### config.mk
export PLATFORM = sky130hd
export DESIGN_NAME = short_name_case_classifier_flat
export DESIGN_NICKNAME = d
export VERILOG_FILES = /design/src/rtl/scc_pkg.sv /design/src/rtl/scc_in_if.sv /design/src/rtl/scc_out_if.sv /design/src/rtl/scc_byte_class.sv /design/src/rtl/scc_tracker.sv /design/src/rtl/short_name_case_classifier.sv /design/src/flat_wrapper.sv
export SDC_FILE = /design/constraint.sdc
export NUM_CORES = 1
export LEC_CHECK = 0
export BUFFER_PORTS_ARGS = -buffer_cell sky130_fd_sc_hd__buf_4
export CORE_ASPECT_RATIO = 0.75
export CORE_MARGIN = 1.5
export CORE_UTILIZATION = 50
export CTS_BUF_LIST = sky130_fd_sc_hd__clkbuf_16
export CTS_CLUSTER_DIAMETER = 120
export DETAILED_ROUTE_END_ITERATION = 16
export GPL_ROUTABILITY_DRIVEN = 0
export GPL_TIMING_DRIVEN = 0
export PLACE_DENSITY = 0.73
export SLEW_MARGIN = 20
export SYNTH_ARGS = -nofsm -noshare
export SYNTH_HDL_FRONTEND = slang
export SYNTH_SLANG_ARGS = --single-unit
### constraint.sdc
create_clock -name i_clk -period 2.4 [get_ports i_clk]
set_input_delay 0.24 -clock i_clk [delete_from_list [all_inputs] [get_ports i_clk]]
set_output_delay 0.24 -clock i_clk [all_outputs]
set_load 0.02 [all_outputs]
### src/rtl/scc_pkg.sv
// package for the short-name case classifier
// holds byte kinds, result type and limits; no dependencies
`timescale 1ns / 1ps

package scc_pkg;

    // default saturation point of the part counters
    localparam int C_MAX_LEN = 255;

    // longest name and extension parts that still fit a short name
    localparam int C_NAME_LIMIT = 8;
    localparam int C_EXT_LIMIT  = 3;

    // flag codes in the result
    localparam logic [7:0] C_FLAGS_INVALID = 8'hFF;
    localparam logic [7:0] C_FLAGS_LONG    = 8'h00;
    localparam logic [7:0] C_FLAG_NAME_LC  = 8'h08;
    localparam logic [7:0] C_FLAG_EXT_LC   = 8'h10;

    // class of one name byte
    typedef enum logic [2:0] {
        K_NEUTRAL,
        K_INVALID,
        K_DOT,
        K_FORCE_LONG,
        K_UPPER,
        K_LOWER
    } t_byte_kind;

    // one classification result
    typedef struct packed {
        logic [7:0] case_flags;
        logic [7:0] name_length;
        logic [7:0] ext_length;
    } t_result;

endpackage

### src/rtl/scc_in_if.sv
// byte channel into the short-name case classifier
// one name byte and its end marker per beat; no dependencies
`timescale 1ns / 1ps

interface scc_in_if;
    logic       valid;
    logic       ready;
    logic [7:0] ch;
    logic       last;

    modport source (output valid, output ch, output last, input ready);
    modport sink   (input valid, input ch, input last, output ready);
endinterface

### src/rtl/scc_out_if.sv
// result channel out of the short-name case classifier
// flags and part lengths per beat; no dependencies
`timescale 1ns / 1ps

interface scc_out_if;
    logic       valid;
    logic       ready;
    logic [7:0] case_flags;
    logic [7:0] name_length;
    logic [7:0] ext_length;

    modport source (output valid, output case_flags, output name_length,
                    output ext_length, input ready);
    modport sink   (input valid, input case_flags, input name_length,
                    input ext_length, output ready);
endinterface

### src/rtl/scc_byte_class.sv
// byte decoder: sorts one file name byte into its class
// depends on scc_pkg
`timescale 1ns / 1ps

module scc_byte_class (
    input  logic [7:0]          i_ch,
    output scc_pkg::t_byte_kind o_kind
);

    // control bytes, DEL and " * / : < > ? \ | are invalid
    // space + , ; = [ ] force a long name; bytes 0x80 and up are neutral
    always_comb begin
        unique case (i_ch) inside
            [8'h00:8'h1F], 8'h7F, 8'h22, 8'h2A, 8'h2F, 8'h3A, 8'h3C, 8'h3E,
            8'h3F, 8'h5C, 8'h7C: begin
                o_kind = scc_pkg::K_INVALID;
            end
            8'h2E: begin
                o_kind = scc_pkg::K_DOT;
            end
            8'h20, 8'h2B, 8'h2C, 8'h3B, 8'h3D, 8'h5B, 8'h5D: begin
                o_kind = scc_pkg::K_FORCE_LONG;
            end
            [8'h41:8'h5A]: begin
                o_kind = scc_pkg::K_UPPER;
            end
            [8'h61:8'h7A]: begin
                o_kind = scc_pkg::K_LOWER;
            end
            default: begin
                o_kind = scc_pkg::K_NEUTRAL;
            end
        endcase
    end

endmodule

### src/rtl/scc_tracker.sv
// name state tracker: part counters, case flags and result formation
// depends on scc_pkg
`timescale 1ns / 1ps

module scc_tracker #(
    parameter int MAX_LEN = scc_pkg::C_MAX_LEN
) (
    input  logic                i_clk,
    input  logic                i_rst_n,
    input  logic                i_step,
    input  scc_pkg::t_byte_kind i_kind,
    input  logic                i_last,
    output scc_pkg::t_result    o_result
);

    localparam int CNT_W = $clog2(MAX_LEN + 1);
    localparam logic [CNT_W-1:0] CNT_MAX = CNT_W'(MAX_LEN);

    logic             r_in_ext,     n_in_ext;
    logic [CNT_W-1:0] r_name_cnt,   n_name_cnt;
    logic [CNT_W-1:0] r_ext_cnt,    n_ext_cnt;
    logic             r_name_upper, n_name_upper;
    logic             r_name_lower, n_name_lower;
    logic             r_ext_upper,  n_ext_upper;
    logic             r_ext_lower,  n_ext_lower;
    logic             r_long,       n_long;
    logic             r_invalid,    n_invalid;
    logic [CNT_W-1:0] s_name_bump,  s_ext_bump;

    // saturating increments
    assign s_name_bump = (r_name_cnt == CNT_MAX) ? r_name_cnt : r_name_cnt + 1'b1;
    assign s_ext_bump  = (r_ext_cnt == CNT_MAX) ? r_ext_cnt : r_ext_cnt + 1'b1;

    // state after this byte
    always_comb begin
        n_in_ext     = r_in_ext;
        n_name_cnt   = r_name_cnt;
        n_ext_cnt    = r_ext_cnt;
        n_name_upper = r_name_upper;
        n_name_lower = r_name_lower;
        n_ext_upper  = r_ext_upper;
        n_ext_lower  = r_ext_lower;
        n_long       = r_long;
        n_invalid    = r_invalid;
        if (!r_invalid) begin
            if (i_kind == scc_pkg::K_INVALID) begin
                n_invalid = 1'b1;
            end else if (!r_in_ext) begin
                if (i_kind == scc_pkg::K_DOT) begin
                    n_in_ext = 1'b1;
                end else begin
                    n_name_cnt = s_name_bump;
                    case (i_kind)
                        scc_pkg::K_FORCE_LONG: n_long       = 1'b1;
                        scc_pkg::K_UPPER:      n_name_upper = 1'b1;
                        scc_pkg::K_LOWER:      n_name_lower = 1'b1;
                        default:               n_long       = r_long;
                    endcase
                end
            end else begin
                n_ext_cnt = s_ext_bump;
                case (i_kind)
                    scc_pkg::K_DOT, scc_pkg::K_FORCE_LONG: n_long      = 1'b1;
                    scc_pkg::K_UPPER:                      n_ext_upper = 1'b1;
                    scc_pkg::K_LOWER:                      n_ext_lower = 1'b1;
                    default:                               n_long      = r_long;
                endcase
            end
        end
    end

    // classification of the name as it stands after this byte
    always_comb begin
        o_result.name_length = 8'(n_name_cnt);
        o_result.ext_length  = 8'(n_ext_cnt);
        if (n_invalid) begin
            o_result.case_flags = scc_pkg::C_FLAGS_INVALID;
        end else if (n_long
                     || (n_name_cnt > CNT_W'(scc_pkg::C_NAME_LIMIT))
                     || (n_ext_cnt > CNT_W'(scc_pkg::C_EXT_LIMIT))
                     || (n_name_upper && n_name_lower)
                     || (n_ext_upper && n_ext_lower)) begin
            o_result.case_flags = scc_pkg::C_FLAGS_LONG;
        end else begin
            o_result.case_flags = (n_name_upper ? 8'h00 : scc_pkg::C_FLAG_NAME_LC)
                                | (n_ext_upper ? 8'h00 : scc_pkg::C_FLAG_EXT_LC);
        end
    end

    // state registers; the final byte of a name clears everything
    always_ff @(posedge i_clk) begin
        if (!i_rst_n || (i_step && i_last)) begin
            r_in_ext     <= 1'b0;
            r_name_cnt   <= '0;
            r_ext_cnt    <= '0;
            r_name_upper <= 1'b0;
            r_name_lower <= 1'b0;
            r_ext_upper  <= 1'b0;
            r_ext_lower  <= 1'b0;
            r_long       <= 1'b0;
            r_invalid    <= 1'b0;
        end else if (i_step) begin
            r_in_ext     <= n_in_ext;
            r_name_cnt   <= n_name_cnt;
            r_ext_cnt    <= n_ext_cnt;
            r_name_upper <= n_name_upper;
            r_name_lower <= n_name_lower;
            r_ext_upper  <= n_ext_upper;
            r_ext_lower  <= n_ext_lower;
            r_long       <= n_long;
            r_invalid    <= n_invalid;
        end
    end

    // a finished name leaves the tracker empty
    a_clear_after_last: assert property (@(posedge i_clk) disable iff (!i_rst_n)
        (i_step && i_last) |=> (r_name_cnt == '0 && r_ext_cnt == '0 && !r_in_ext
                                && !r_invalid && !r_long))
        else $error("tracker not cleared after final byte");

    // counters never pass the saturation point
    a_count_sat: assert property (@(posedge i_clk) disable iff (!i_rst_n)
        (r_name_cnt <= CNT_MAX) && (r_ext_cnt <= CNT_MAX))
        else $error("part counter beyond saturation");

    // an invalid byte sticks until the name ends
    a_invalid_sticky: assert property (@(posedge i_clk) disable iff (!i_rst_n)
        (i_step && !i_last && r_invalid) |=> r_invalid)
        else $error("invalid mark lost within a name");

endmodule

### src/rtl/short_name_case_classifier.sv
// top level of the short-name case classifier
// depends on scc_pkg, scc_in_if, scc_out_if, scc_byte_class, scc_tracker
`timescale 1ns / 1ps

// Classifies a file name for FAT 8.3 short-name use.
// i_in carries one name byte per beat (ch), with last set on the final byte.
// o_out carries one beat per name: case_flags (0xFF invalid, 0x00 long name
// needed, else bit 3 = name part has no uppercase, bit 4 = extension part has
// no uppercase), name_length and ext_length (saturating at MAX_LEN).
// Bytes without last produce no result beat.
// A final byte accepted into the byte register is classified there and its
// result is loaded into the result register as the byte stage advances, so
// the result beat reaches o_out from the result register.
// Throughput: one byte per cycle while i_in.ready is high; the byte and result
// registers are separate stages, so bytes keep flowing while a result waits.
// When the receiver stalls, the result register holds; non-final bytes still
// pass, and only a second final byte waits in the byte register, which then
// drops i_in.ready until the pending result is taken.
// Reset (synchronous, active low) empties both stages and clears all
// per-name state; the block takes bytes in the first cycle after reset.
module short_name_case_classifier #(
    parameter int MAX_LEN = scc_pkg::C_MAX_LEN
) (
    input  logic     i_clk,
    input  logic     i_rst_n,
    scc_in_if.sink   i_in,
    scc_out_if.source o_out
);

    logic                r_in_valid;
    logic [7:0]          r_ch;
    logic                r_last;
    logic                r_out_valid;
    scc_pkg::t_result    r_res;
    scc_pkg::t_byte_kind s_kind;
    scc_pkg::t_result    s_result;
    logic                s_advance;
    logic                s_load;

    // the byte stage moves on unless it holds a final byte facing a full,
    // stalled result register
    assign s_advance = r_in_valid && (!r_last || !r_out_valid || o_out.ready);
    assign s_load    = s_advance && r_last;
    assign i_in.ready = !r_in_valid || s_advance;

    // byte register
    always_ff @(posedge i_clk) begin
        if (!i_rst_n) begin
            r_in_valid <= 1'b0;
        end else if (i_in.ready) begin
            r_in_valid <= i_in.valid;
        end
    end

    always_ff @(posedge i_clk) begin
        if (i_in.ready && i_in.valid) begin
            r_ch   <= i_in.ch;
            r_last <= i_in.last;
        end
    end

    // byte decode
    scc_byte_class u_byte_class (
        .i_ch   (r_ch),
        .o_kind (s_kind)
    );

    // per-name state and result
    scc_tracker #(
        .MAX_LEN (MAX_LEN)
    ) u_tracker (
        .i_clk    (i_clk),
        .i_rst_n  (i_rst_n),
        .i_step   (s_advance),
        .i_kind   (s_kind),
        .i_last   (r_last),
        .o_result (s_result)
    );

    // result register
    always_ff @(posedge i_clk) begin
        if (!i_rst_n) begin
            r_out_valid <= 1'b0;
        end else if (s_load) begin
            r_out_valid <= 1'b1;
        end else if (o_out.ready) begin
            r_out_valid <= 1'b0;
        end
    end

    always_ff @(posedge i_clk) begin
        if (s_load) begin
            r_res <= s_result;
        end
    end

    assign o_out.valid       = r_out_valid;
    assign o_out.case_flags  = r_res.case_flags;
    assign o_out.name_length = r_res.name_length;
    assign o_out.ext_length  = r_res.ext_length;

    // a final byte taken in lands in the byte register
    a_last_captured: assert property (@(posedge i_clk) disable iff (!i_rst_n)
        (i_in.valid && i_in.ready && i_in.last) |=> (r_in_valid && r_last))
        else $error("final byte not captured");

    // a final byte behind a stalled result stays put
    a_last_held: assert property (@(posedge i_clk) disable iff (!i_rst_n)
        (r_in_valid && r_last && r_out_valid && !o_out.ready) |=> (r_in_valid && r_last))
        else $error("final byte lost while result stalled");

    // flags are either the invalid code or only the lowercase hint bits
    a_flags_shape: assert property (@(posedge i_clk) disable iff (!i_rst_n)
        r_out_valid |-> ((r_res.case_flags == scc_pkg::C_FLAGS_INVALID)
                         || ((r_res.case_flags & ~(scc_pkg::C_FLAG_NAME_LC
                                                 | scc_pkg::C_FLAG_EXT_LC)) == 8'h00)))
        else $error("malformed case flags");

endmodule

### src/flat_wrapper.sv
// flat-port wrapper written by rule: the top's interface ports become plain ports
module short_name_case_classifier_flat 
#(
    parameter int MAX_LEN = scc_pkg::C_MAX_LEN
)
  (i_clk, i_rst_n, i_in_valid, i_in_ch, i_in_last, i_in_ready, o_out_valid, o_out_case_flags, o_out_name_length, o_out_ext_length, o_out_ready);
  scc_in_if i_in_i ();
  scc_out_if o_out_i ();
  input  logic i_clk;
  input  logic i_rst_n;
  input wire logic [$bits(i_in_i.valid)-1:0] i_in_valid;
  input wire logic [$bits(i_in_i.ch)-1:0] i_in_ch;
  input wire logic [$bits(i_in_i.last)-1:0] i_in_last;
  output wire logic [$bits(i_in_i.ready)-1:0] i_in_ready;
  output wire logic [$bits(o_out_i.valid)-1:0] o_out_valid;
  output wire logic [$bits(o_out_i.case_flags)-1:0] o_out_case_flags;
  output wire logic [$bits(o_out_i.name_length)-1:0] o_out_name_length;
  output wire logic [$bits(o_out_i.ext_length)-1:0] o_out_ext_length;
  input wire logic [$bits(o_out_i.ready)-1:0] o_out_ready;
  assign i_in_i.valid = i_in_valid;
  assign i_in_i.ch = i_in_ch;
  assign i_in_i.last = i_in_last;
  assign i_in_ready = i_in_i.ready;
  assign o_out_valid = o_out_i.valid;
  assign o_out_case_flags = o_out_i.case_flags;
  assign o_out_name_length = o_out_i.name_length;
  assign o_out_ext_length = o_out_i.ext_length;
  assign o_out_i.ready = o_out_ready;
  short_name_case_classifier #(.MAX_LEN(MAX_LEN)) u_core (.i_clk(i_clk), .i_rst_n(i_rst_n), .i_in(i_in_i), .o_out(o_out_i));
endmodule
# ---- Word-level counts from Yosys, hierarchy flattened
# Index checks and enable logic that the tools add are counted.
dict set report op_classes {
  addsub 2
  magnitude_cmp 8
  n_eq_ne 25
  muxes 43
  bitwise_logic 3
  reduce_logical 25
}
# op n
set ops {}
lappend ops {{== test 8 x 6 -> 1 bit, second input constant} 13}
lappend ops {{2-to-1 mux 8 bit} 9}
lappend ops {{== test 8 x 7 -> 1 bit, second input constant} 5}
lappend ops {{2-to-1 mux 1 bit} 30}
lappend ops {{adder 8 x 1 -> 8 bit, second input constant} 2}
lappend ops {{== test 8 bit, second input constant} 2}
lappend ops {{greater-or-equal comparator 8 x 7 -> 1 bit, second input constant} 2}
lappend ops {{less-or-equal comparator 8 x 7 -> 1 bit, second input constant} 2}
lappend ops {{case mux 3 bit (5 select lines)} 1}
lappend ops {{OR reduction 11 bit} 1}
lappend ops {{2-to-1 mux 5 bit} 2}
lappend ops {{greater-or-equal comparator 8 x 1 -> 1 bit, second input constant} 1}
lappend ops {{> comparator 8 x 2 -> 1 bit, second input constant} 1}
lappend ops {{> comparator 8 x 4 -> 1 bit, second input constant} 1}
lappend ops {{less-or-equal comparator 8 x 5 -> 1 bit, second input constant} 1}
lappend ops {{logical AND 1 bit} 8}
lappend ops {{logical OR 1 bit} 8}
lappend ops {{OR reduction 7 bit} 1}
lappend ops {{== test 3 x 2 -> 1 bit, second input constant} 2}
lappend ops {{== test 3 bit, second input constant} 2}
lappend ops {{bitwise OR 4 x 5 -> 5 bit} 1}
lappend ops {{zero test 1 bit} 4}
lappend ops {{2-to-1 mux 4 bit} 1}
lappend ops {{== test 3 x 1 -> 1 bit, second input constant} 1}
lappend ops {{other kinds (4)} 5}
dict set report totals {
  register_bits 58
  inputBits 13
  out_inout_bits 26
  elab_cells 122
}

# ---- Longest topological paths before layout
# Gate-level depths: netlist of run 1.
dict set report logic_depth {
  word_depth 15
  ltp_mapped 11
  mapped_depth_nobuf 9
}

# ---- Cells and area by module
# A second synthesis of run 1 with hierarchy kept.
dict set report unflattened {
  hier_cells 273
  hier_area_um2 2932.8
}
# mod instances cells_per_inst area_per_inst_um2 seq_area_each_um2
set modules_own_cells {}
lappend modules_own_cells {scc_tracker 1 194 1594.0 460.4}
lappend modules_own_cells {short_name_case_classifier 1 45 1108.6 1031.0}
lappend modules_own_cells {scc_byte_class 1 34 230.2 0.0}

# ---- Worst setup path before layout of run 1
# Ideal clock, no wire load.
dict set report synth_timing {
  path_kind {register -> register}
  startpoint {register u_core.r_ch[4]}
  endpoint {register u_core.r_res, in the netlist u_core.o_out.case_flags[3] (data pin)}
  setup_time_ns 0.145
  arrival_ns 2.455
  slack_ns -0.200
  stages_incl_launch_ff 9
  period_less_slack_ns 2.600
  path_cell_list {edfxtp_1 or3b_1 or3_1 o2111a_2 o211ai_2 mux2_2 a211oi_1 nand4_1 o21ai_1}
}
dict set report synth_via {
  elab_chain_cells 15
  word_cells_on_any_way 79
  classes_between {order compare: 8; eq/ne: 23; mux: 35; bitwise: 1; reduce/logical: 12}
}
# item line
set synth_lines {}
lappend synth_lines {{start, declared} short_name_case_classifier.sv:31} ;# logic [7:0] r_ch;
lappend synth_lines {{start signal, assigned} short_name_case_classifier.sv:57} ;# r_ch <= i_in.ch;
lappend synth_lines {{greater-or-equal comparator 8 x 1 -> 1 bit (no source line) or less-or-equal comparator 8 x 5 -> 1 bit (tied branches)} n/a}
lappend synth_lines {{logical AND 1 bit (no source line)} n/a}
lappend synth_lines {{OR reduction 11 bit} scc_byte_class.sv:13} ;# unique case (i_ch) inside
lappend synth_lines {{case mux 3 bit (5 select lines) (*)} scc_byte_class.sv:13}
lappend synth_lines {{== test 3 x 2 -> 1 bit, on equally long branches} {scc_tracker.sv:49, scc_tracker.sv:62, scc_tracker.sv:53}}
lappend synth_lines {{2-to-1 mux 8 bit, or another cell as far along} scc_tracker.sv:49} ;# if (i_kind == scc_pkg::K_DOT) begin
lappend synth_lines {{2-to-1 mux 8 bit, or another cell as far along} scc_tracker.sv:48} ;# end else if (!r_in_ext) begin
lappend synth_lines {{2-to-1 mux 8 bit or 2-to-1 mux 1 bit (tied branches)} {scc_tracker.sv:46, scc_tracker.sv:48}}
lappend synth_lines {{2-to-1 mux 8 bit or 2-to-1 mux 1 bit (tied branches)} {scc_tracker.sv:45, scc_tracker.sv:46}}
lappend synth_lines {{> comparator 8 x 4 -> 1 bit or 2-to-1 mux 1 bit (tied branches)} {scc_tracker.sv:79, scc_tracker.sv:45}}
lappend synth_lines {{logical OR 1 bit} scc_tracker.sv:79} ;# || (n_name_cnt > CNT_W'(scc_pkg::C_NAME_LIMIT))
lappend synth_lines {{logical OR 1 bit} scc_tracker.sv:80} ;# || (n_ext_cnt > CNT_W'(scc_pkg::C_EXT_LIMIT))
lappend synth_lines {{logical OR 1 bit} scc_tracker.sv:81} ;# || (n_name_upper && n_name_lower)
lappend synth_lines {{logical OR 1 bit} scc_tracker.sv:82} ;# || (n_ext_upper && n_ext_lower)) begin
lappend synth_lines {{2-to-1 mux 5 bit} scc_tracker.sv:78} ;# end else if (n_long
lappend synth_lines {{end signal, assigned} short_name_case_classifier.sv:93} ;# r_res <= s_result;
lappend synth_lines {{end, declared} short_name_case_classifier.sv:34} ;# scc_pkg::t_result r_res;
# Every way passes the cells marked *; elsewhere a longest branch is shown, timed or not.
# A chain may end at the register's enable or synchronous reset.

# ---- Final worst setup path of run 1
dict set report layout_timing {
  startpoint {register u_core.r_ch[7]}
  endpoint {register u_core.r_res, in the netlist u_core.o_out.case_flags[3] (data pin)}
}
# Same word-level chain as after synthesis.

==> results of run 1 <==
==> power by group through the flow <==
| stage | sequential, mW | clock [mW] | combinational [mW] |
|---|---|---|---|
| global route | 0.994 | 0.951 | 0.350 |
| detailed placement | 1.01 | 0 | 0.212 |
| finish | 0.993 | 0.916 | 0.332 |
| CTS | 0.991 | 0.916 | 0.287 |
| floorplan | 1.02 | 0 | 0.134 |
| global placement | 1.01 | 0 | 0.210 |
==> cell usage in the layout (no fill, tap or decap), drive strengths merged, types with 4 or more instances in the layout <==
| cell type | instances |
|---|---|
| nand3 | 19 |
| edfxtp | 28 |
| xor2 | 10 |
| clkbuf | 14 |
| or2 | 4 |
| and2 | 7 |
| o2111ai | 13 |
| a31oi | 5 |
| a211oi | 4 |
| and3 | 10 |
| o211ai | 5 |
| a21oi | 17 |
| buf | 81 |
| dfxtp | 25 |
| o21ai | 12 |
| nor2 | 38 |
| nand2 | 20 |
| nor2b | 6 |
| nor3 | 10 |
| o211a | 4 |
| xnor2 | 11 |
| inv | 12 |
==> path summary, 6_finish.rpt <==
path	to	slack [ns]	depth (start not counted)
worst max register to register	u_core.o_out.case_flags[3]	-0.32	9
worst max-delay path	u_core.o_out.case_flags[3]	-0.32	9
worst min register to register	u_core.u_tracker.r_long	0.51	2
worst min-delay path	u_core.r_last	0.11	1
==> metrics by stage <==
step,util [%],TNS [ns]
6_report,76.21,-4.470
5_1_grt,76.21,-6.942
4_1_cts,71.43,-1.973
3_5_place_dp,61.07,-8.036
3_3_place_gp,61.07,-7.630
2_1_floorplan,-,-0.3242
==> cell families after synthesis <==
| family | share of synthesized area [%] |
|---|---|
| AO/OA/AOI/OAI | 18.50 |
| adder cells (fa/ha/maj) | 1.196 |
| multiplexers | 1.154 |
| buffers and inverters | 5.556 |
| AND/OR/NAND/NOR | 21.50 |
| flip-flops | 45.81 |
| XOR/XNOR | 6.282 |
==> flip-flops by register name, indices dropped and copies added, names as in the netlist <==
signal / flops
u_core.u_tracker.r_name_lower: 1
u_core.r_ch: 8
u_core.r_in_valid: 1
u_core.u_tracker.r_ext_lower: 1
u_core.r_last: 1
u_core.u_tracker.r_ext_upper: 1
u_core.o_out.name_length: 8
u_core.u_tracker.r_name_upper: 1
u_core.u_tracker.r_name_cnt: 8
u_core.o_out.case_flags: 3
u_core.u_tracker.r_invalid: 1
u_core.o_out.valid: 1
u_core.u_tracker.r_long: 1
u_core.u_tracker.r_in_ext: 1
u_core.o_out.ext_length: 8
u_core.u_tracker.r_ext_cnt: 8
==> cell usage after synthesis (2+ instances only) <==
library cell  instances  area share [%]
o211a_1               3             1.0
o21ai_0               9             1.5
buf_2                 4            0.68
nor2b_1               6             1.3
nand3_1              19             3.2
nand2b_1              2            0.43
xor2_1               10             3.0
or2_2                 4            0.85
a211oi_1              4             1.0
and3b_1               2            0.60
o211ai_1              3            0.77
nor3_1               10             1.7
o21ai_1               3            0.51
a31oi_1               5             1.1
and3_1               10             2.1
ha_1                  2            0.85
a221oi_1              2            0.60
or3_1                 3            0.64
xnor2_1              11             3.3
edfxtp_1             28              29
inv_1                13             1.7
a22oi_1               2            0.51
nor2_1               38             4.9
nand2_1              20             2.6
buf_1                 2            0.26
o2111ai_1            13             3.9
o211ai_2              2            0.85
mux2_2                2            0.77
clkbuf_1             10             1.3
dfxtp_1              25              17
and2_1                7             1.5
buf_4                 5             1.3
a21oi_1              16             2.7
==> final cells by class <==
class / count / share of cell area (%)
sequential: 53 / 32.02
inverter: 13 / 1.254
clock buffer: 5 / 2.987
timing repair buffer: 70 / 13.56
tap: 75 / 2.240
multi-input combinational: 229 / 43.28
clock inverter: 3 / 1.553
buffer: 20 / 3.106
==> per-layer routing <==
metal  routed length, µm  vias up
met5                   0        -
met4                 367        0
met3                 684       36
met2                3881      156
met1                3583     1337
li1                    -     1308
==> repair_timing <==
action / CTS / global route
cloned: 1 / 1
endpoints found under the hold margin: 0 / 0
pin swaps: 16 / 18
endpoints found under the setup margin: 37 / 41
buffers inserted: 26 / 6
gates resized for setup: 42 / 54
==> results_dict.tcl, run 1 <==
set metrics [dict create \
    netSwitchingPower_mw 0.5245 \
    crit_type "register to register" \
    clock-sinks 53 \
    finalNetCount 407 \
    synth_cell_type_count 55 \
    port-buffer-count 38 \
    cts_buffers 5 \
    multi_input_area_mm2 0.001813 \
    antenna_left 0 \
    die_width_um 91.36 \
    die_y_um 69.27 \
    cts_root_buf "clkbuf_16" \
    post-place-ws_ns -0.4940 \
    power_mw 2.241 \
    async_flop_share_pct 0 \
    clk_latency_ns 0.30 \
    setup_viol 31 \
    grt_use_met2_pct 40.05 \
    synth_seq_cells 53 \
    crit_chain "or3b_4 > or3_4 > o2111a_2 > o211a_4 > buf_8 > o2111ai_4 > a22oi_2 > nand4_1 > o21ai_1" \
    dr.pass1.iters 5 \
    yosysWarnings 0 \
    rsz0062_at_grt "yes" \
    dp_cells 430 \
    timing.hold.ws_ns 0.1148 \
    peakVddDrop_mv 0.3388 \
    p_leak_nw 1.639 \
    dieArea_mm2 0.006329 \
    cp_top_family "compound AO/OA/AOI/OAI gates" \
    grt_start_max_net_pins 21 \
    clockBufferDepth 2 \
    syn-cell-area_mm2 0.002928 \
    syn_area_per_cell_um2 9.236 \
    drtIter0Drc 369 \
    cp_data_required_time_ns 2.44 \
    cts.clk_slew.worst_paths_ns 0.07 \
    critPathLaunchType "register" \
    htree_levels 2 \
    slew-limit-headroom_pct 37.90 \
    via_per_inst 6.062 \
    finalCritPeriodShare_pct 113.4 \
    tightestPinTransition_ns 0.9271 \
    worst-path-buf-inv 1 \
    fin_crit_ns 2.721 \
    antenna_found_initial 0 \
    grt_usage_pct 25.72 \
    ys.flop_type "edfxtp_1" \
    ys_seq_area_share_pct 45.81 \
    regArea_mm2 0.001341 \
    grt-ovfl-total 0 \
    synthCells 317 \
    start_util_pct 53.27 \
    skew_ns 0.003217 \
    fill_cells 338 \
    tritoncts "done" \
    outcome "finished with violations" \
    hold_buffers 0 \
    slew_violations 0 \
    wirelength_um 8516 \
    synth_enable_flop_cells 28 \
    power.internal_mw 1.716 \
    crit_slowest_cell "or3b_4" \
    fin_ws_ns -0.3212 \
    place_area_mm2 0.003357 \
    netSwitchingFraction_pct 23.41 \
    synth_fp_nets 332 \
    reg2reg_from "u_core.r_ch[7]" \
    grt_pass1_vias 2608 \
    crit_start "u_core.r_ch[7]" \
    critPathCaptureType "register" \
    drv_cap 0 \
    failed_checks "negative setup slack" \
    final_hold_viol_count 0 \
    fin_area_mm2 0.004189 \
    comb_power_share_pct 14.8 \
    final_cells 468 \
    grt_pass1_wl_um 12920 \
    max_freq_ghz 0.3675 \
    design.core.area_mm2 0.005497 \
    area_delta_synth_final_pct 43.08 \
    seq_power_share_pct 44.3 \
    route.detailed.drc 0 \
    crit_path_max_incr_delay_ns 0.43 \
    cp_max_fo 7 \
    wl_per_cell_um 18.20 \
    via_count 2837 \
    gr-usage-met1_pct 34.17 \
    min_path_type "input port to register" \
    drive_gt1_share_pct 39.95 \
    top_usage_layer "met2" \
    rows 23 \
    antennaDiodeCount 0 \
    worstHoldStart "i_in_last" \
    p_per_area_mw_per_mm2 534.9 \
    dp_hpwl_um 4888 \
    clock_power_share_pct 40.9 \
    boundaryPins 39 \
    grt.met3_usage_pct 7.237 \
    worst_ep_arrival_time_ns 2.77 \
]
Note: power is estimated with default switching activity, not from simulation.
==> run 2: changes to the inputs <==
--- a/config.mk
+++ b/config.mk
@@ -15,6 +15,7 @@
 export GPL_ROUTABILITY_DRIVEN = 0
 export GPL_TIMING_DRIVEN = 0
 export PLACE_DENSITY = 0.73
+export SKIP_LAST_GASP = 1
 export SLEW_MARGIN = 20
 export SYNTH_ARGS = -nofsm -noshare
 export SYNTH_HDL_FRONTEND = slang
==> run 2 against run 1 <==
Net effect: the flow still finishes with violations (negative setup slack); total power up 0.30%; fmax decreased by 1.4%; largest cell class unchanged; worst setup slack worse by 0.040 ns; wire length is 3.4% higher; register-to-register slack got worse by 0.04 ns.
==> results_dict.tcl, run 2 (same netlist as run 1, synthesis figures left out) <==
set metrics [dict create \
    finalNetCount 409 \
    boundaryPins 39 \
    top_usage_layer "met2" \
    p_leak_nw 1.633 \
    rows 23 \
    hold_buffers 0 \
    slew-limit-headroom_pct 37.89 \
    worst-path-buf-inv 1 \
    final_hold_viol_count 0 \
    grt_pass1_wl_um 12800 \
    wl_per_cell_um 18.73 \
    failed_checks "negative setup slack" \
    post-place-ws_ns -0.4940 \
    fin_area_mm2 0.004179 \
    crit_slowest_cell "or3b_4" \
    crit_path_max_incr_delay_ns 0.43 \
    cp_max_fo 7 \
    min_path_type "input port to register" \
    wirelength_um 8804 \
    area_delta_synth_final_pct 42.74 \
    setup_viol 37 \
    route.detailed.drc 0 \
    clock-sinks 53 \
    critPathLaunchType "register" \
    critPathCaptureType "register" \
    grt.met3_usage_pct 7.127 \
    gr-usage-met1_pct 33.82 \
    grt_use_met2_pct 39.64 \
    tritoncts "done" \
    tightestPinTransition_ns 0.9274 \
    fin_ws_ns -0.3611 \
    cp_data_required_time_ns 2.43 \
    layout_commonest_cell "buf_4" \
    final_cell_mix "buf_4 (66), nor2_1 (33), edfxtp_1 (28), dfxtp_1 (25), nand2_1 (17)" \
    design.core.area_mm2 0.005497 \
    timing.hold.ws_ns 0.1194 \
    crit_type "register to register" \
    cts_buffers 5 \
    fin_crit_ns 2.761 \
    skew_ns 0.004571 \
    drtIter0Drc 324 \
    cts.clk_slew.worst_paths_ns 0.07 \
    drive_gt1_share_pct 38.99 \
    grt-ovfl-total 0 \
    multi_input_area_mm2 0.001797 \
    peakVddDrop_mv 0.3728 \
    antennaDiodeCount 0 \
    slew_violations 0 \
    via_count 2911 \
    place_area_mm2 0.003357 \
    cp_top_family "compound AO/OA/AOI/OAI gates" \
    grt_pass1_vias 2590 \
    power_mw 2.248 \
    clockBufferDepth 2 \
    dieArea_mm2 0.006329 \
    via_per_inst 6.194 \
    die_width_um 91.36 \
    grt_start_max_net_pins 21 \
    antenna_found_initial 0 \
    cts_root_buf "clkbuf_16" \
    rsz0062_at_grt "yes" \
    tns_ns -4.654 \
    p_per_area_mw_per_mm2 537.8 \
    die_y_um 69.27 \
    drv_cap 0 \
    worst_ep_arrival_time_ns 2.79 \
    dp_hpwl_um 4888 \
    outcome "finished with violations" \
    start_util_pct 53.27 \
    finalCritPeriodShare_pct 115.0 \
    clk_latency_ns 0.29 \
    fill_cells 361 \
    port-buffer-count 38 \
    htree_levels 2 \
    regArea_mm2 0.001341 \
    max_freq_ghz 0.3622 \
    grt_usage_pct 25.49 \
    antenna_left 0 \
    dr.pass1.iters 5 \
    crit_chain "or3b_4 > or3_4 > o2111a_2 > o211a_4 > buf_8 > o21ai_0 > a211oi_2 > nand4_1 > o21ai_1" \
]
[run 2: worst register-to-register path, delay by kind of cell (launching register included)]
family,cells,cell delay (ns)
and+or+nand+nor,3,0.94
DFF,1,0.40
buffers and inverters,1,0.16
AOI/OAI and AO/OA,5,1.00
[run 2: report_power, final]
part	switching (mW)	internal, mW
clock	0.321	0.596
combinational	0.190	0.148
sequential	0.0171	0.976
[run 2: path summary, 6_finish.rpt]
check	start	to	slack, ns	depth (start not counted)
setup / recovery	u_core.r_ch[7]	u_core.o_out.case_flags[4]	-0.36	9
hold reg to reg	u_core.u_tracker.r_ext_lower	u_core.u_tracker.r_ext_lower	0.52	2
hold / removal	i_in_last	u_core.r_last	0.12	1
setup reg to reg	u_core.r_ch[7]	u_core.o_out.case_flags[4]	-0.36	9
[run 2: cell type report]
| cell class | instances | area share (%) |
|---|---|---|
| flip-flops and latches | 53 | 32.10 |
| multi-input cells | 229 | 42.99 |
| plain buffers | 20 | 3.084 |
| inverters | 13 | 1.168 |
| well taps | 75 | 2.246 |
| repair buffers | 72 | 13.86 |
| clock inverters | 3 | 1.557 |
| clock buffers | 5 | 2.994 |
[run 2: repair_timing]
action | CTS | global route
gates resized for setup | 39 | 49
setup buffers | 26 | 8
endpoints found under the setup margin | 37 | 41
pin swaps | 15 | 18
cloned | 1 | 1
[run 2: stage by stage]
step | std cells | util [%]
4_1_cts | 463 | 71.23
3_5_place_dp | 430 | 61.07
5_1_grt | 470 | 76.03
2_1_floorplan | 317 | -
3_3_place_gp | 430 | 61.07
6_report | 470 | 76.03
[run 2: routing by layer]
| metal | wire length, µm | share of wire [%] |
|---|---|---|
| met1 | 3688 | 42 |
| met2 | 3985 | 45 |
| met3 | 763 | 8.7 |
| met4 | 367 | 4.2 |
| met5 | 0 | 0 |
==> run 3: changes to the inputs <==
--- a/config.mk
+++ b/config.mk
@@ -14,7 +14,7 @@
 export DETAILED_ROUTE_END_ITERATION = 16
 export GPL_ROUTABILITY_DRIVEN = 0
 export GPL_TIMING_DRIVEN = 0
-export PLACE_DENSITY = 0.73
+export PLACE_DENSITY = 0.71
 export SKIP_LAST_GASP = 1
 export SLEW_MARGIN = 20
 export SYNTH_ARGS = -nofsm -noshare
==> constraint.sdc (replaced) <==
create_clock -name i_clk -period 2.8 [get_ports i_clk]
set_input_delay 0.28 -clock i_clk [delete_from_list [all_inputs] [get_ports i_clk]]
set_output_delay 0.28 -clock i_clk [all_outputs]
set_load 0.02 [all_outputs]
==> run 3 against run 2 <==
Net effect: the run now ends clean; critical endpoint is now u_core.o_out.case_flags[3]; global-route usage shrank 2.7 points; worst setup slack better by 0.37 ns; clock-buffer cell count did not move; critical path depth decreased by 1; fmax down 1.1%; critical path type unchanged; die area stayed put; combinational power fell by 38%.
==> results_dict.tcl, run 3 (same netlist as run 1, synthesis figures left out) <==
set metrics [dict create \
    outcome "completed" \
    tightestPinTransition_ns 0.9400 \
    setup_viol 0 \
    netSwitchingPower_mw 0.4131 \
    cp_max_fo 6 \
    rows 23 \
    fin_crit_ns 2.793 \
    peakVddDrop_mv 0.2244 \
    clockBufferDepth 2 \
    tritoncts "done" \
    skew_ns 0.006177 \
    regArea_mm2 0.001341 \
    cts_buffers 5 \
    slew-limit-headroom_pct 37.04 \
    htree_levels 2 \
    drive_gt1_share_pct 25.47 \
    grt-ovfl-total 0 \
    final_cell_mix "buf_4 (55), nor2_1 (37), edfxtp_1 (28), dfxtp_1 (25), nand2_1 (20)" \
    via_per_inst 5.875 \
    min_path_type "input port to register" \
    timing.hold.ws_ns 0.1560 \
    power.internal_mw 1.340 \
    worst-path-buf-inv 0 \
    clock_power_share_pct 39.5 \
    wirelength_um 7113 \
    cts_root_buf "clkbuf_16" \
    crit_path_max_incr_delay_ns 0.43 \
    final_hold_viol_count 0 \
    hold_buffers 0 \
    final_cells 448 \
    slew_violations 0 \
    antennaDiodeCount 0 \
    worst_ep_arrival_time_ns 2.94 \
    wl_per_cell_um 15.88 \
    layout_commonest_cell "buf_4" \
    p_per_area_mw_per_mm2 474.5 \
    grt_start_max_net_pins 21 \
    grt_usage_pct 22.75 \
    comb_power_share_pct 11.9 \
    power_mw 1.753 \
    grt_pass1_vias 2393 \
    netSwitchingFraction_pct 23.57 \
    dr.pass1.iters 5 \
    clk_latency_ns 0.29 \
    fill_cells 435 \
    crit_slowest_cell "edfxtp_1" \
    dp_hpwl_um 4732 \
    area_delta_synth_final_pct 26.15 \
    start_util_pct 53.27 \
    antenna_found_initial 0 \
    critPathCaptureType "register" \
    cts.clk_slew.worst_paths_ns 0.07 \
    dp_cells 430 \
    route.detailed.drc 0 \
    max_freq_ghz 0.3580 \
    die_y_um 69.27 \
    seq_power_share_pct 48.6 \
    dieArea_mm2 0.006329 \
    via_count 2632 \
    finalCritPeriodShare_pct 99.76 \
    finalNetCount 387 \
    multi_input_area_mm2 0.001546 \
    boundaryPins 39 \
    clock-sinks 53 \
    die_width_um 91.36 \
    critPathLaunchType "register" \
    p_leak_nw 1.427 \
    grt_pass1_wl_um 11430 \
    cp_top_family "simple AND/OR/NAND/NOR gates" \
    drtIter0Drc 280 \
    drv_cap 0 \
    port-buffer-count 38 \
    crit_type "register to register" \
    cp_data_required_time_ns 2.95 \
    crit_chain "or3b_4 > or3_4 > o2111a_2 > o211ai_4 > mux2_4 > a211oi_2 > nand4_1 > o21ai_1" \
    antenna_left 0 \
    design.core.area_mm2 0.005497 \
]
[run 3: cell count changes in the layout (fill, tap and decap cells not counted), moves of 4 or more]
| cell | before | now |
|---|---|---|
| nor2_1 | 33 | 37 |
| a21oi_1 | 12 | 16 |
| buf_4 | 66 | 55 |
| buf_6 | 13 | 1 |
| a21oi_2 | 4 | 0 |
| nand3_1 | 14 | 18 |
| o2111ai_1 | 7 | 11 |
| nor3_1 | 5 | 10 |
| nand3_2 | 5 | 1 |
[run 3: worst paths after layout]
path | from | slack, ns | end | cells after the start
max | u_core.r_ch[7] | 0.007 | u_core.o_out.case_flags[3] | 8
min | i_in_last | 0.16 | u_core.r_last | 1
max reg2reg | u_core.r_ch[7] | 0.007 | u_core.o_out.case_flags[3] | 8
min reg2reg | u_core.u_tracker.r_ext_cnt[1] | 0.50 | u_core.u_tracker.r_ext_cnt[1] | 2
[run 3: per-layer routing]
layer  GRT usage [%]  routed length (µm)  share of wire [%]  vias up
li1                -                   -                  -     1267
met1           32.38                3287                 46     1217
met2           33.00                3085                 43      133
met3           6.360                 621                8.7       15
met4           8.160                 118                1.7        0
met5               0                   0                  0        -
[run 3: metrics by stage]
step	setup slack (ns)	cell area, µm²	TNS, ns	utilization (%)
5_1_grt	-0.1087	3694	-0.2146	67.20
4_1_cts	0.01719	3522	0	64.08
6_report	0.006834	3694	0	67.20
3_5_place_dp	-0.1723	3307	-0.6264	60.16
2_1_floorplan	0.2001	2928	0	-
3_3_place_gp	-0.1480	3307	-0.4794	60.16
[run 3: final cells by class]
type                    count  share of cell area (%)
multi-input cells         229                   41.87
flip-flops and latches     53                   36.31
repair buffers             50                   10.50
clock buffers               5                   3.388
plain buffers              20                   2.947
well taps                  75                   2.541
inverters                  13                   1.321
clock inverters             3                   1.118
[run 3: timing repair]
action | CTS | global route
setup endpoints to repair | 9 | 13
resized for setup | 8 | 18
gates cloned | 0 | 0
hold endpoints to repair | 0 | 0
setup buffers | 2 | 10
pin swaps | 0 | 8
[run 3: power by group through the flow]
stage	Sequential (mW)	Combinational [mW]	Clock [mW]
2_1_floorplan	0.873	0.105	0
3_3_place_gp	0.867	0.171	0
3_5_place_dp	0.868	0.172	0
4_1_cts	0.850	0.181	0.696
5_1_grt	0.853	0.226	0.727
6_report	0.851	0.209	0.693
